==> src/rtl/hte_pkg.sv <==
package hte_pkg;

	typedef enum logic [2:0] {
		OP_NONE,
		OP_FIRST,
		OP_PLAIN0,
		OP_HOLD,
		OP_CUR,
		OP_NL
	} op_t;

	typedef struct packed {
		op_t op;
	} cmd_t;

	typedef struct packed {
		logic out_free;
		logic fail;
	} status_t;

	localparam logic [7:0] CH_SP    = 8'd32;
	localparam logic [7:0] CH_TAB   = 8'd9;
	localparam logic [7:0] CH_CR    = 8'd13;
	localparam logic [7:0] CH_LF    = 8'd10;
	localparam logic [7:0] CH_AMP   = 8'd38;
	localparam logic [7:0] CH_LT    = 8'd60;
	localparam logic [7:0] CH_GT    = 8'd62;
	localparam logic [7:0] CH_SLASH = 8'd47;
	localparam logic [7:0] CH_MIN   = 8'd32;
	localparam logic [7:0] CH_MAX   = 8'd126;
	localparam int unsigned NUM_ENT = 7;
	localparam int unsigned NUM_TAG = 3;

	function automatic logic is_blank(input logic [7:0] c);
		return c == CH_SP || c == CH_TAB || c == CH_CR || c == CH_LF;
	endfunction

	function automatic logic [7:0] to_lower(input logic [7:0] c);
		return (c >= 8'd65 && c <= 8'd90) ? c + 8'd32 : c;
	endfunction

	function automatic logic [2:0] tag_len(input logic [1:0] k);
		case (k)
			2'd0:    return 3'd5;
			2'd1:    return 3'd6;
			default: return 3'd4;
		endcase
	endfunction

	function automatic logic [47:0] tag_text(input logic [1:0] k);
		case (k)
			2'd0:    return 48'("style");
			2'd1:    return 48'("script");
			default: return 48'("head");
		endcase
	endfunction

	function automatic logic [7:0] tag_char(input logic [1:0] k, input logic [2:0] pos);
		logic [47:0] w;
		logic [2:0]  sh;
		w  = tag_text(k);
		sh = tag_len(k) - 3'd1 - pos;
		return w[{sh, 3'b000} +: 8];
	endfunction

	function automatic logic [2:0] ent_len(input logic [2:0] k);
		case (k)
			3'd0, 3'd1, 3'd5: return 3'd6;
			3'd2, 3'd6:       return 3'd5;
			default:          return 3'd4;
		endcase
	endfunction

	function automatic logic [47:0] ent_text(input logic [2:0] k);
		case (k)
			3'd0:    return 48'("&nbsp;");
			3'd1:    return 48'("&#160;");
			3'd2:    return 48'("&amp;");
			3'd3:    return 48'("&lt;");
			3'd4:    return 48'("&gt;");
			3'd5:    return 48'("&quot;");
			default: return 48'("&#39;");
		endcase
	endfunction

	function automatic logic [7:0] ent_value(input logic [2:0] k);
		case (k)
			3'd0, 3'd1: return 8'd32;
			3'd2:       return 8'd38;
			3'd3:       return 8'd60;
			3'd4:       return 8'd62;
			3'd5:       return 8'd34;
			default:    return 8'd39;
		endcase
	endfunction

	function automatic logic [7:0] ent_char(input logic [2:0] k, input logic [2:0] pos);
		logic [47:0] w;
		logic [2:0]  sh;
		w  = ent_text(k);
		sh = ent_len(k) - 3'd1 - pos;
		return w[{sh, 3'b000} +: 8];
	endfunction

endpackage

==> src/rtl/html_text_extractor.sv <==
// Extracts the visible text of an HTML body, one input byte per request. Tags are dropped and
// a tag close yields one space unless one was just sent; style, script and head sections are
// suppressed; the entities &nbsp; &#160; &amp; &lt; &gt; &quot; &#39; are decoded; blank runs
// collapse to one space. An input byte with tlast ends the document with a newline carrying
// tlast and resets all state. A byte is taken only while the control is idle and the output
// register is free to take its result. A byte that breaks a partial entity replays the held
// bytes one per cycle, while the output register is free, through the same byte handler and
// then handles the breaking byte; a final byte is followed by a check for a held entity, the
// replay of any bytes still held and then the newline.
module html_text_extractor import hte_pkg::*; #(
	parameter int unsigned ENTITY_HOLD_DEPTH = 6
) (
	input  logic       clk,
	input  logic       arst_n,
	input  logic       s_tvalid,
	output logic       s_tready,
	input  logic [7:0] s_tdata,  // [7:0] in_byte
	input  logic       s_tlast,
	output logic       m_tvalid,
	input  logic       m_tready,
	output logic [7:0] m_tdata,  // [7:0] out_byte
	output logic       m_tlast
);

	localparam int unsigned CW = $clog2(ENTITY_HOLD_DEPTH + 1);
	localparam int unsigned IW = $clog2(ENTITY_HOLD_DEPTH);

	cmd_t cmd;
	status_t status;
	logic [IW-1:0] idx;
	logic [CW-1:0] count;

	hte_control #(.ENTITY_HOLD_DEPTH(ENTITY_HOLD_DEPTH)) u_control (
		.clk(clk), .arst_n(arst_n), .s_tvalid(s_tvalid), .s_tready(s_tready),
		.s_tlast(s_tlast), .cmd(cmd), .idx(idx), .status(status), .count(count)
	);

	hte_datapath #(.ENTITY_HOLD_DEPTH(ENTITY_HOLD_DEPTH)) u_datapath (
		.clk(clk), .arst_n(arst_n), .cmd(cmd), .idx(idx), .status(status), .count(count),
		.in_byte(s_tdata), .m_tvalid(m_tvalid), .m_tready(m_tready), .m_tdata(m_tdata),
		.m_tlast(m_tlast)
	);

endmodule

==> src/rtl/hte_datapath.sv <==
module hte_datapath import hte_pkg::*; #(
	parameter int unsigned ENTITY_HOLD_DEPTH = 6
) (
	input  logic                                   clk,
	input  logic                                   arst_n,
	input  cmd_t                                   cmd,
	input  logic [$clog2(ENTITY_HOLD_DEPTH)-1:0]   idx,
	output status_t                                status,
	output logic [$clog2(ENTITY_HOLD_DEPTH+1)-1:0] count,
	input  logic [7:0]                             in_byte,
	output logic                                   m_tvalid,
	input  logic                                   m_tready,
	output logic [7:0]                             m_tdata,
	output logic                                   m_tlast
);

	localparam int unsigned CW = $clog2(ENTITY_HOLD_DEPTH + 1);
	localparam int unsigned IW = $clog2(ENTITY_HOLD_DEPTH);

	logic [7:0] hold_q [ENTITY_HOLD_DEPTH];
	logic [7:0] cur_q;
	logic [CW-1:0] ecount_q, ecount_n;
	logic [NUM_ENT-1:0] ecand_q, ecand_n;
	logic inside_q, inside_n, space_q, space_n, closing_q, closing_n;
	logic hstyle_q, hstyle_n, hscript_q, hscript_n, hhead_q, hhead_n;
	logic [1:0] phase_q, phase_n;
	logic [2:0] npos_q, npos_n;
	logic [NUM_TAG-1:0] tcand_q, tcand_n;
	logic out_valid_q, out_last_q;
	logic [7:0] out_byte_q;

	logic out_free;
	logic emit, emit_last, do_handle, do_plain, do_name, frozen, full, prefix, fail;
	logic hold_we;
	logic [IW-1:0] hold_wa;
	logic [7:0] c, pc, eb, ev;
	logic [2:0] pos3;
	logic [NUM_TAG-1:0] keep;
	logic hit_found;
	logic [1:0] hit;

	assign out_free = !out_valid_q || m_tready;
	assign status.out_free = out_free;
	assign status.fail = fail;
	assign count = ecount_q;
	assign m_tvalid = out_valid_q;
	assign m_tdata = out_byte_q;
	assign m_tlast = out_last_q;
	assign pos3 = 3'(ecount_q);

	always_comb begin
		ecount_n = ecount_q; ecand_n = ecand_q; inside_n = inside_q; space_n = space_q;
		closing_n = closing_q; hstyle_n = hstyle_q; hscript_n = hscript_q; hhead_n = hhead_q;
		phase_n = phase_q; npos_n = npos_q; tcand_n = tcand_q;
		emit = 1'b0; emit_last = 1'b0; eb = CH_SP; do_handle = 1'b0; do_plain = 1'b0;
		do_name = 1'b0; frozen = 1'b0; full = 1'b0; prefix = 1'b0; fail = 1'b0;
		hold_we = 1'b0; hold_wa = '0; keep = '0; hit_found = 1'b0; hit = '0; ev = CH_SP;
		c = in_byte; pc = in_byte;
		unique case (cmd.op)
			OP_FIRST: begin
				c = in_byte;
				if (ecount_q != '0) begin
					ecand_n = '0;
					for (int k = NUM_ENT - 1; k >= 0; k--) begin
						if (ecand_q[k] && pos3 < ent_len(3'(k)) && ecount_q <= CW'(5)
								&& ent_char(3'(k), pos3) == c) begin
							ecand_n[k] = 1'b1;
							if (pos3 + 3'd1 == ent_len(3'(k))) begin
								full = 1'b1;
								ev = ent_value(3'(k));
							end else begin
								prefix = 1'b1;
							end
						end
					end
					if (full) begin
						ecount_n = '0;
						do_plain = 1'b1;
						pc = ev;
					end else if (prefix) begin
						hold_we = 1'b1;
						hold_wa = ecount_q[IW-1:0];
						ecount_n = ecount_q + CW'(1);
					end else begin
						fail = 1'b1;
					end
				end else begin
					do_handle = 1'b1;
				end
			end
			OP_PLAIN0: begin
				ecount_n = '0;
				do_plain = 1'b1;
				pc = hold_q[0];
			end
			OP_HOLD: begin
				c = hold_q[idx];
				do_handle = 1'b1;
			end
			OP_CUR: begin
				c = cur_q;
				ecount_n = '0;
				do_handle = 1'b1;
			end
			OP_NL: begin
				emit = 1'b1; emit_last = 1'b1; eb = CH_LF;
				inside_n = 1'b0; space_n = 1'b1; hstyle_n = 1'b0; hscript_n = 1'b0;
				hhead_n = 1'b0; phase_n = '0; closing_n = 1'b0; npos_n = '0;
				tcand_n = '1; ecount_n = '0;
			end
			default: ;
		endcase

		if (do_handle) begin
			if (inside_q) begin
				if (c == CH_GT) begin
					for (int k = NUM_TAG - 1; k >= 0; k--) begin
						if (tcand_q[k] && (phase_q == 2'd3
								|| (phase_q == 2'd2 && npos_q == tag_len(2'(k))))) begin
							hit_found = 1'b1;
							hit = 2'(k);
						end
					end
					if (hit_found) begin
						case (hit)
							2'd0:    hstyle_n = !closing_q;
							2'd1:    hscript_n = !closing_q;
							default: hhead_n = !closing_q;
						endcase
					end
					inside_n = 1'b0; phase_n = '0; closing_n = 1'b0; npos_n = '0; tcand_n = '1;
					if (!space_q) begin
						emit = 1'b1; eb = CH_SP; space_n = 1'b1;
					end
				end else if (phase_q == 2'd0) begin
					if (!is_blank(c)) begin
						if (c == CH_SLASH) begin
							closing_n = 1'b1; phase_n = 2'd1;
						end else begin
							phase_n = 2'd2; do_name = 1'b1;
						end
					end
				end else if (phase_q == 2'd1) begin
					if (!is_blank(c)) begin
						phase_n = 2'd2; do_name = 1'b1;
					end
				end else if (phase_q == 2'd2) begin
					do_name = 1'b1;
				end
			end else if (c == CH_LT) begin
				inside_n = 1'b1; phase_n = '0; closing_n = 1'b0; npos_n = '0; tcand_n = '1;
			end else if (!(hstyle_q || hscript_q || hhead_q)) begin
				if (c == CH_AMP) begin
					hold_we = 1'b1; hold_wa = '0; ecount_n = CW'(1); ecand_n = '1;
				end else begin
					do_plain = 1'b1; pc = c;
				end
			end
		end

		if (do_name) begin
			for (int k = 0; k < NUM_TAG; k++) begin
				if (tcand_q[k]) begin
					if (npos_q < tag_len(2'(k))) begin
						if (to_lower(c) == tag_char(2'(k), npos_q)) keep[k] = 1'b1;
					end else if (npos_q == tag_len(2'(k)) && (is_blank(c) || c == CH_SLASH)) begin
						keep[k] = 1'b1;
						frozen = 1'b1;
					end
				end
			end
			tcand_n = keep;
			if (frozen) phase_n = 2'd3;
			else if (npos_q != 3'd7) npos_n = npos_q + 3'd1;
		end

		if (do_plain && pc != CH_CR) begin
			if (pc == CH_LF || pc == CH_TAB || pc == CH_SP) begin
				if (!space_q) begin
					emit = 1'b1; eb = CH_SP; space_n = 1'b1;
				end
			end else if (pc >= CH_MIN && pc <= CH_MAX) begin
				emit = 1'b1; eb = pc; space_n = 1'b0;
			end
		end
	end

	always_ff @(posedge clk or negedge arst_n) begin
		if (!arst_n) begin
			ecount_q <= '0; ecand_q <= '1; inside_q <= 1'b0; space_q <= 1'b1;
			closing_q <= 1'b0; hstyle_q <= 1'b0; hscript_q <= 1'b0; hhead_q <= 1'b0;
			phase_q <= '0; npos_q <= '0; tcand_q <= '1; out_valid_q <= 1'b0;
		end else begin
			ecount_q <= ecount_n; ecand_q <= ecand_n; inside_q <= inside_n; space_q <= space_n;
			closing_q <= closing_n; hstyle_q <= hstyle_n; hscript_q <= hscript_n;
			hhead_q <= hhead_n; phase_q <= phase_n; npos_q <= npos_n; tcand_q <= tcand_n;
			if (emit) out_valid_q <= 1'b1;
			else if (m_tready) out_valid_q <= 1'b0;
		end
	end

	always_ff @(posedge clk) begin
		if (emit) begin
			out_byte_q <= eb;
			out_last_q <= emit_last;
		end
		if (cmd.op == OP_FIRST) cur_q <= in_byte;
		if (hold_we) hold_q[hold_wa] <= c;
	end

endmodule

==> src/rtl/hte_control.sv <==
module hte_control import hte_pkg::*; #(
	parameter int unsigned ENTITY_HOLD_DEPTH = 6
) (
	input  logic                                   clk,
	input  logic                                   arst_n,
	input  logic                                   s_tvalid,
	output logic                                   s_tready,
	input  logic                                   s_tlast,
	output cmd_t                                   cmd,
	output logic [$clog2(ENTITY_HOLD_DEPTH)-1:0]   idx,
	input  status_t                                status,
	input  logic [$clog2(ENTITY_HOLD_DEPTH+1)-1:0] count
);

	localparam int unsigned CW = $clog2(ENTITY_HOLD_DEPTH + 1);
	localparam int unsigned IW = $clog2(ENTITY_HOLD_DEPTH);

	typedef enum logic [2:0] {
		S_IDLE,
		S_REP0,
		S_REP,
		S_CUR,
		S_FLCHK,
		S_NL
	} state_t;

	state_t state_q;
	logic [CW-1:0] n_q, i_q;
	logic last_q, flush_q;

	assign s_tready = state_q == S_IDLE && status.out_free;
	assign idx = i_q[IW-1:0];

	always_comb begin
		cmd.op = OP_NONE;
		unique case (state_q)
			S_IDLE:  if (s_tvalid && status.out_free) cmd.op = OP_FIRST;
			S_REP0:  if (status.out_free) cmd.op = OP_PLAIN0;
			S_REP:   if (status.out_free) cmd.op = OP_HOLD;
			S_CUR:   if (status.out_free) cmd.op = OP_CUR;
			S_NL:    if (status.out_free) cmd.op = OP_NL;
			default: cmd.op = OP_NONE;
		endcase
	end

	always_ff @(posedge clk or negedge arst_n) begin
		if (!arst_n) begin
			state_q <= S_IDLE;
			n_q <= '0;
			i_q <= '0;
			last_q <= 1'b0;
			flush_q <= 1'b0;
		end else begin
			unique case (state_q)
				S_IDLE: begin
					if (s_tvalid && status.out_free) begin
						last_q <= s_tlast;
						flush_q <= 1'b0;
						if (status.fail) begin
							n_q <= count;
							state_q <= S_REP0;
						end else if (s_tlast) begin
							state_q <= S_FLCHK;
						end
					end
				end
				S_REP0: begin
					if (status.out_free) begin
						i_q <= CW'(1);
						if (n_q > CW'(1)) state_q <= S_REP;
						else state_q <= flush_q ? S_NL : S_CUR;
					end
				end
				S_REP: begin
					if (status.out_free) begin
						i_q <= i_q + CW'(1);
						if (i_q == n_q - CW'(1)) state_q <= flush_q ? S_NL : S_CUR;
					end
				end
				S_CUR: begin
					if (status.out_free) state_q <= last_q ? S_FLCHK : S_IDLE;
				end
				S_FLCHK: begin
					if (count != '0) begin
						n_q <= count;
						flush_q <= 1'b1;
						state_q <= S_REP0;
					end else begin
						state_q <= S_NL;
					end
				end
				S_NL: begin
					if (status.out_free) begin
						flush_q <= 1'b0;
						last_q <= 1'b0;
						state_q <= S_IDLE;
					end
				end
				default: state_q <= S_IDLE;
			endcase
		end
	end

endmodule

==> config.mk <==
export PLATFORM = sky130hd
export DESIGN_NAME = html_text_extractor
export DESIGN_NICKNAME = d
export VERILOG_FILES = /design/src/rtl/hte_pkg.sv /design/src/rtl/html_text_extractor.sv /design/src/rtl/hte_datapath.sv /design/src/rtl/hte_control.sv
export SDC_FILE = /design/constraint.sdc
export NUM_CORES = 1
export LEC_CHECK = 0
export ABC_CLOCK_PERIOD_IN_PS = 6600
export BUFFER_PORTS_ARGS = -buffer_cell sky130_fd_sc_hd__buf_4
export CAP_MARGIN = 20
export CELL_PAD_IN_SITES_DETAIL_PLACEMENT = 1
export CELL_PAD_IN_SITES_GLOBAL_PLACEMENT = 1
export CORE_MARGIN = 2
export CORE_UTILIZATION = 50
export CTS_CLUSTER_SIZE = 16
export DETAILED_ROUTE_END_ITERATION = 6
export PLACE_DENSITY_LB_ADDON = 0.1
export SLEW_MARGIN = 30
export SYNTH_ARGS = -nofsm -noshare
export SYNTH_HDL_FRONTEND = slang
export SYNTH_HIERARCHICAL = 1
export SYNTH_SLANG_ARGS = --single-unit
==> constraint.sdc <==
create_clock -name clk -period 6.6 [get_ports clk]
set_input_delay 0.33 -clock clk [delete_from_list [all_inputs] [get_ports clk]]
set_output_delay 0.33 -clock clk [all_outputs]
set_load 0.05 [all_outputs]
==> results of run 1 <==
[worst register-to-register path: stages (launching register included)]
cell	delay [ns]
dfrtp_1	0.52
nand2b_1	0.28
or2_2	0.34
a21boi_1	0.43
nor2b_1	0.52
o21ai_0	0.18
o311ai_1	0.14
o211ai_1	0.31
inv_1	0.36
nand2_1	0.18
o41ai_4	0.73
mux2_2	0.46
or2_1	0.27
o211ai_2	0.27
or2_1	0.26
nand3_1	0.37
[registers in the layout, summed over array words and instances (netlist names), 2 cells and up]
signal / cells
u_control/n_q: 3
u_datapath/phase_q: 2
u_datapath/ecand_q: 7
u_datapath/tcand_q: 3
u_datapath/npos_q: 3
u_datapath/cur_q: 8
u_datapath/count: 3
u_datapath/m_tdata: 8
u_datapath/hold_q: 48
u_control/state_q: 3
u_control/idx: 3
[synth_stat cells, types with 9 or more instances]
master    number
xnor2_1       21
dfrtp_1       25
buf_2         16
xor2_1        11
a31oi_1       12
a21oi_1       33
edfxtp_1      65
mux2i_1       32
nand3_1       21
nand2b_1      11
nor2_1        60
o211ai_1      11
dfstp_2       11
o21ai_0       45
and3_1        12
o22ai_1        9
nand2_1       74
ha_1          33
nor3_1        25
clkbuf_1      14
nor2b_1       18
a22oi_1       11
o21a_1         9
inv_1         32
[cells by family after synthesis]
family          after synthesis
compound gates              211
xor+xnor                     33
simple gates                279
other cells                   1
flops                       101
mux                          43
buf+inv                      77
fa+ha+maj                    33
[cell type report]
type	instances	area (µm²)	share of cell area
Sequential cell	101	2870	0.361
Multi-Input combinational cell	600	4120	0.518
Inverter	37	139	0.0175
Clock buffer	9	225	0.0283
Tap cell	184	230	0.0290
Clock inverter	7	98.8	0.0124
Timing Repair Buffer	36	273	0.0343
[layout by cell type (no fill, tap or decap), drive strengths merged, types with 12 or more instances in the layout]
cell	count
a21oi	33
a31oi	12
and3	12
buf	35
dfrtp	25
edfxtp	65
ha	33
inv	40
mux2i	32
nand2	74
nand3	21
nor2	61
nor2b	18
nor3	26
o211ai	12
o21ai	49
xnor2	21
[stage by stage]
stage,util,cells
floorplan,-,778
global placement,0.527,957
detailed placement,0.527,957
CTS,0.550,974
global route,0.551,974
finish,0.551,974
[power breakdown]
part | switching, W | leakage (nW) | internal, W | total, W
sequential | 0.000162 | 1.03 | 0.000906 | 0.00107
clock | 0.000287 | 0.157 | 0.000279 | 0.000566
combinational | 0.00130 | 1.93 | 0.000720 | 0.00202
total | 0.00175 | 3.12 | 0.00190 | 0.00365
[worst min-delay path by stage]
stage | slack [ns] | depth (start not counted) | end
after detailed placement | 0.34 | 1 | u_datapath/count[0]$_DFF_PN0_
after CTS | 0.21 | 1 | u_datapath/cur_q[5]$_DFFE_PP_
after global placement | 0.33 | 1 | u_datapath/count[0]$_DFF_PN0_
after floorplan | 0.03 | 0 | u_control/flush_q$_DFFE_PN0P_
final | 0.22 | 1 | u_datapath/cur_q[5]$_DFFE_PP_
after global routing | 0.21 | 1 | u_datapath/cur_q[5]$_DFFE_PP_
[timing repair]
item	in CTS	in global routing
buffers inserted	0	0
hold buffers	1	0
endpoints found under the hold margin	25	0
[routing by layer]
metal | part of all wire | up-vias
met5 | 0 | -
met4 | 0.024 | 0
met3 | 0.044 | 37
met2 | 0.50 | 159
met1 | 0.44 | 3222
li1 | - | 2916
==> flow_summary.json, run 1 <==
{
  "synth.area.top_cells": "edfxtp_1 27%, dfrtp_1 8.5%, ha_1 5.6%, mux2i_1 4.4%, dfstp_2 3.9%",
  "drt_first_pass_iters": 5,
  "ys_seq_area_frac": 0.391,
  "r2r_cells": 15,
  "cts-buffers-inserted": 9,
  "synth_top_family_by_area": "compound AO/OA/AOI/OAI gates",
  "grt_pass1_vias": 6460,
  "async_flop_share": 0.356,
  "synth_compound_area_frac": 0.204,
  "num_rows": 44,
  "num_vias": 6334,
  "hpwl_um": 16400,
  "use_met3": 0.0389,
  "final_area_um2": 7950,
  "postSynthRegisterBits": 101,
  "start_kind": "flip-flop",
  "gr-usage-met1": 0.384,
  "drt_first_iter_violations": 441,
  "synthAdderAreaFrac": 0.0564,
  "period_share": 0.907,
  "endpoint": "u_datapath/m_tdata[7]$_SDFFCE_PP0P_",
  "skew_ns": 0.0118,
  "post-place-ws_ns": 0.777,
  "nFillCells": 1637,
  "synth_warnings": 6,
  "total_power_w": 0.00365,
  "finalWeightedCongestion": 0.957,
  "cp.depth": 15,
  "coreArea_um2": 14400,
  "start_util": 0.508,
  "grt.busiest_layer": "met2",
  "worstPathCellList": "nand2b_1 -> or2_2 -> a21boi_1 -> nor2b_1 -> o21ai_0 -> o311ai_1 -> o211ai_1 -> inv_1 -> nand2_1 -> o41ai_4 -> mux2_2 -> or2_1 -> o211ai_2 -> or2_1 -> nand3_1",
  "dieWidth_um": 125,
  "io_pins": 24,
  "rr_endpoint": "u_datapath/m_tdata[7]$_SDFFCE_PP0P_",
  "setup_viol": 0,
  "crit_path_end_kind": "flip-flop",
  "netlist_instances": 778,
  "drc": 0,
  "synth_edf_count": 65,
  "vias_per_cell": 6.50,
  "crit_required_ns": 6.59,
  "clk_pin_slew_ns": 0.08,
  "clkLatencyLatePin_ns": 0.37,
  "tightest_slew_ns": 0.894,
  "muxShareOfSynthArea": 0.0647,
  "syn_to_final_growth_pct": 8.51,
  "cts_max_path_buffers": 2,
  "drive_above_1_share": 0.115,
  "max_freq_mhz": 167,
  "slew_headroom": 0.404,
  "worstSetupStartpoint": "u_control/state_q[1]$_DFFE_PN0P_",
  "finalWorstSetupSlack_ns": 0.613,
  "overflow": 0,
  "detail-route-antenna-nets": 0,
  "ir_worst_vdd_mv": 0.284,
  "worst-setup-path-type": "flip-flop to flip-flop",
  "critPathMaxStageDelay_ns": 0.73,
  "post_drt_wl_per_cell_um": 23.0,
  "final_nets": 831,
  "worst_ep_arrival_time_ns": 5.98,
  "path_max_fanout": 14,
  "synth_cell_type_count": 94,
  "power.density_nw_per_um2": 459,
  "finalHoldViolations": 0,
  "hold_path.class": "input port to flip-flop",
  "grtUsageMet2": 0.494,
  "cts_tree": "yes",
  "crit_family": "simple AND/OR/NAND/NOR gates",
  "rr_startpoint": "u_control/state_q[1]$_DFFE_PN0P_",
  "syn_nets": 824,
  "synth_xor_area_frac": 0.0413,
  "cts_root_buffer": "clkbuf_16",
  "finalWirelength_um": 22400,
  "hp-start": "s_tdata[5]",
  "dpl_cell_area_um2": 7610,
  "grt_max_degree": 37,
  "io_buffer_count": 23,
  "p_leak_nw": 3.12,
  "n_antenna_cell": 0,
  "crit_top_cell": "or2_1",
  "fp.dieArea_um2": 15600,
  "ctsResizeCount": 0,
  "maxSlewViolCount": 0,
  "yosys.area.top_type": "edfxtp_1",
  "synth_top_flop_cell": "edfxtp_1",
  "grt_pass1_wl_um": 35900,
  "layout_min_cycle_time_ns": 5.99,
  "synth-simple-area-share": 0.193,
  "syn_area_per_cell_um2": 9.42,
  "cts.sinks": 101,
  "path_buf_inv": 1,
  "worst_hold_slack_ns": 0.223,
  "yosysTopAreaCellShare": 0.266,
  "finalSetupTns_ns": 0,
  "die_y_um": 125,
  "htreeDepth": 3,
  "cap_violations": 0,
  "rsz0062_at_grt": "false",
  "rrSetupSlack_ns": 0.61,
  "status": "finished clean",
  "netlist_area_um2": 7330,
  "crit_slowest_cell": "o41ai_4",
  "grt_usage": 0.290,
  "antenna_found_initial": 0
}
Power figures use the tool's default switching activity.
==> run 2, diff against run 1 <==
--- a/config.mk
+++ b/config.mk
@@ -15,6 +15,7 @@
 export CTS_CLUSTER_SIZE = 16
 export DETAILED_ROUTE_END_ITERATION = 6
 export PLACE_DENSITY_LB_ADDON = 0.1
+export RECOVER_POWER = 25
 export SLEW_MARGIN = 30
 export SYNTH_ARGS = -nofsm -noshare
 export SYNTH_HDL_FRONTEND = slang
==> run 2 against run 1 <==
The flow now finishes with violations (capacitance limit, slew limit). Die area unchanged. Critical path depth unchanged. Worst hold slack better by 0.067 ns. First-iteration DRC count grew 4.8%. Critical endpoint unchanged. Largest cell class unchanged.
==> flow_summary.json, run 2 (synthesis results as in run 1) <==
{
  "io_pins": 24,
  "io_buffer_count": 23,
  "slew_headroom": -0.492,
  "start_kind": "flip-flop",
  "layout_min_cycle_time_ns": 5.99,
  "setup_viol": 0,
  "post_cts_buffers": 0,
  "start_util": 0.508,
  "coreArea_um2": 14400,
  "violations": "capacitance limit, slew limit",
  "crit_required_ns": 6.59,
  "status": "finished, violations left",
  "hp-start": "s_tlast",
  "drc": 0,
  "rsz0062_at_grt": "false",
  "layoutNonFillerInstCount": 974,
  "antenna_found_initial": 0,
  "cap_violations": 1,
  "syn_to_final_growth_pct": 7.58,
  "fp.dieArea_um2": 15600,
  "tightest_slew_ns": 2.24,
  "vias_per_cell": 6.52,
  "final_nets": 831,
  "rr_startpoint": "u_control/state_q[1]$_DFFE_PN0P_",
  "mostFrequentLayoutCells": "74 x nand2_1, 65 x edfxtp_1, 60 x nor2_1",
  "dieWidth_um": 125,
  "cts_tree": "yes",
  "cts-buffers-inserted": 9,
  "grt_max_degree": 37,
  "finalWeightedCongestion": 0.957,
  "clk_pin_slew_ns": 0.07,
  "n_antenna_cell": 0,
  "grt_pass1_vias": 6460,
  "finalHoldViolations": 0,
  "die_y_um": 125,
  "period_share": 0.908,
  "path_max_fanout": 14,
  "total_power_w": 0.00362,
  "critPathMaxStageDelay_ns": 0.73,
  "top_register": "u_datapath/hold_q",
  "cts_root_buffer": "clkbuf_16",
  "grt_usage": 0.290,
  "ctsResizeCount": 0,
  "finalSetupTns_ns": 0,
  "cts_max_path_buffers": 2,
  "num_rows": 44,
  "skew_ns": 0.0124,
  "num_vias": 6351,
  "finalWirelength_um": 22300,
  "post_drt_wl_per_cell_um": 22.9,
  "worstSetupStartpoint": "u_control/state_q[1]$_DFFE_PN0P_",
  "crit_slowest_cell": "o41ai_4",
  "drt_first_pass_iters": 5,
  "grt_pass1_wl_um": 35900,
  "hpwl_um": 16400,
  "worstPathCellList": "nand2b_1 -> or2_2 -> a21boi_1 -> nor2b_1 -> o21ai_0 -> o311ai_1 -> o211ai_1 -> inv_1 -> nand2_1 -> o41ai_4 -> mux2_2 -> or2_1 -> o211ai_2 -> or2_1 -> nand3_1",
  "place_inst": 957,
  "hold_path.class": "input port to flip-flop",
  "p_leak_nw": 3.05,
  "worst-setup-path-type": "flip-flop to flip-flop",
  "crit_top_cell": "or2_1",
  "overflow": 0,
  "cts.sinks": 101,
  "htreeDepth": 3,
  "maxSlewViolCount": 37,
  "crit_path_end_kind": "flip-flop",
  "largest_reg_flops": 48,
  "drive_above_1_share": 0.0924,
  "drt_first_iter_violations": 462,
  "worst_ep_arrival_time_ns": 5.98,
  "detail-route-antenna-nets": 0,
  "ir_worst_vdd_mv": 0.284,
  "final_common_cell": "nand2_1",
  "max_freq_mhz": 167,
  "power.density_nw_per_um2": 460,
  "clkLatencyLatePin_ns": 0.37
}
## run 2: path summary, 6_finish.rpt
kind                                                             to  slack, ns  depth (start not counted)
worst max-delay path            u_datapath/m_tdata[7]$_SDFFCE_PP0P_       0.61                         15
worst min-delay path                   u_control/last_q$_DFFE_PN0P_       0.29                          3
worst max register to register  u_datapath/m_tdata[7]$_SDFFCE_PP0P_       0.61                         15
worst min register to register      u_datapath/ecand_q[6]$_DFF_PN1_       0.50                          2
max in group asynchronous            u_datapath/closing_q$_DFF_PN0_       4.15                          2
min in group asynchronous             u_datapath/count[1]$_DFF_PN0_       1.17                          2
## run 2: critical path: cells and delay by family (launching register included)
family                 cells  cell delay (ns)
muxes                      1             0.46
buffers and inverters      1             0.35
DFF                        1             0.52
AOI/OAI and AO/OA          6             2.07
and+or+nand+nor            7             2.20
## run 2: cell type report
type	instances	area, µm²
clock buffer	9	225
tap	184	230
inverter	37	139
timing repair buffer	36	205
multi-input combinational	600	4120
fill	1649	6540
sequential	101	2870
clock inverter	7	98.8
## run 2: timing repair
action                                  4_1_cts  5_1_grt
hold buffers                                  1        0
endpoints found under the setup margin        0        0
endpoints found under the hold margin        25        0
## run 2: per-stage QoR
step | worst slack [ns] | hold WS, ns | instance area (µm²) | utilization
final | 0.609 | 0.290 | 7880 | 0.546
after global placement | 1.10 | 0.332 | 7610 | 0.527
after CTS | 0.721 | 0.210 | 7940 | 0.550
after detailed placement | 0.777 | 0.341 | 7610 | 0.527
after floorplan | 1.97 | 0.0344 | 7330 | -
after global routing | 0.150 | 0.300 | 7880 | 0.546
## run 2: layer usage
| metal | vias to the layer above | part of all wire | GRT usage |
|---|---|---|---|
| li1 | 2905 | - | - |
| met1 | 3243 | 0.44 | 0.384 |
| met2 | 165 | 0.50 | 0.494 |
| met3 | 38 | 0.042 | 0.0389 |
| met4 | 0 | 0.024 | 0.0948 |
| met5 | - | 0 | 0 |
## run 2: report_power, final
part	leakage (nW)	internal [W]	switching [W]
registers	1.03	0.000906	0.000161
clock network	0.157	0.000279	0.000287
logic	1.86	0.000693	0.00130
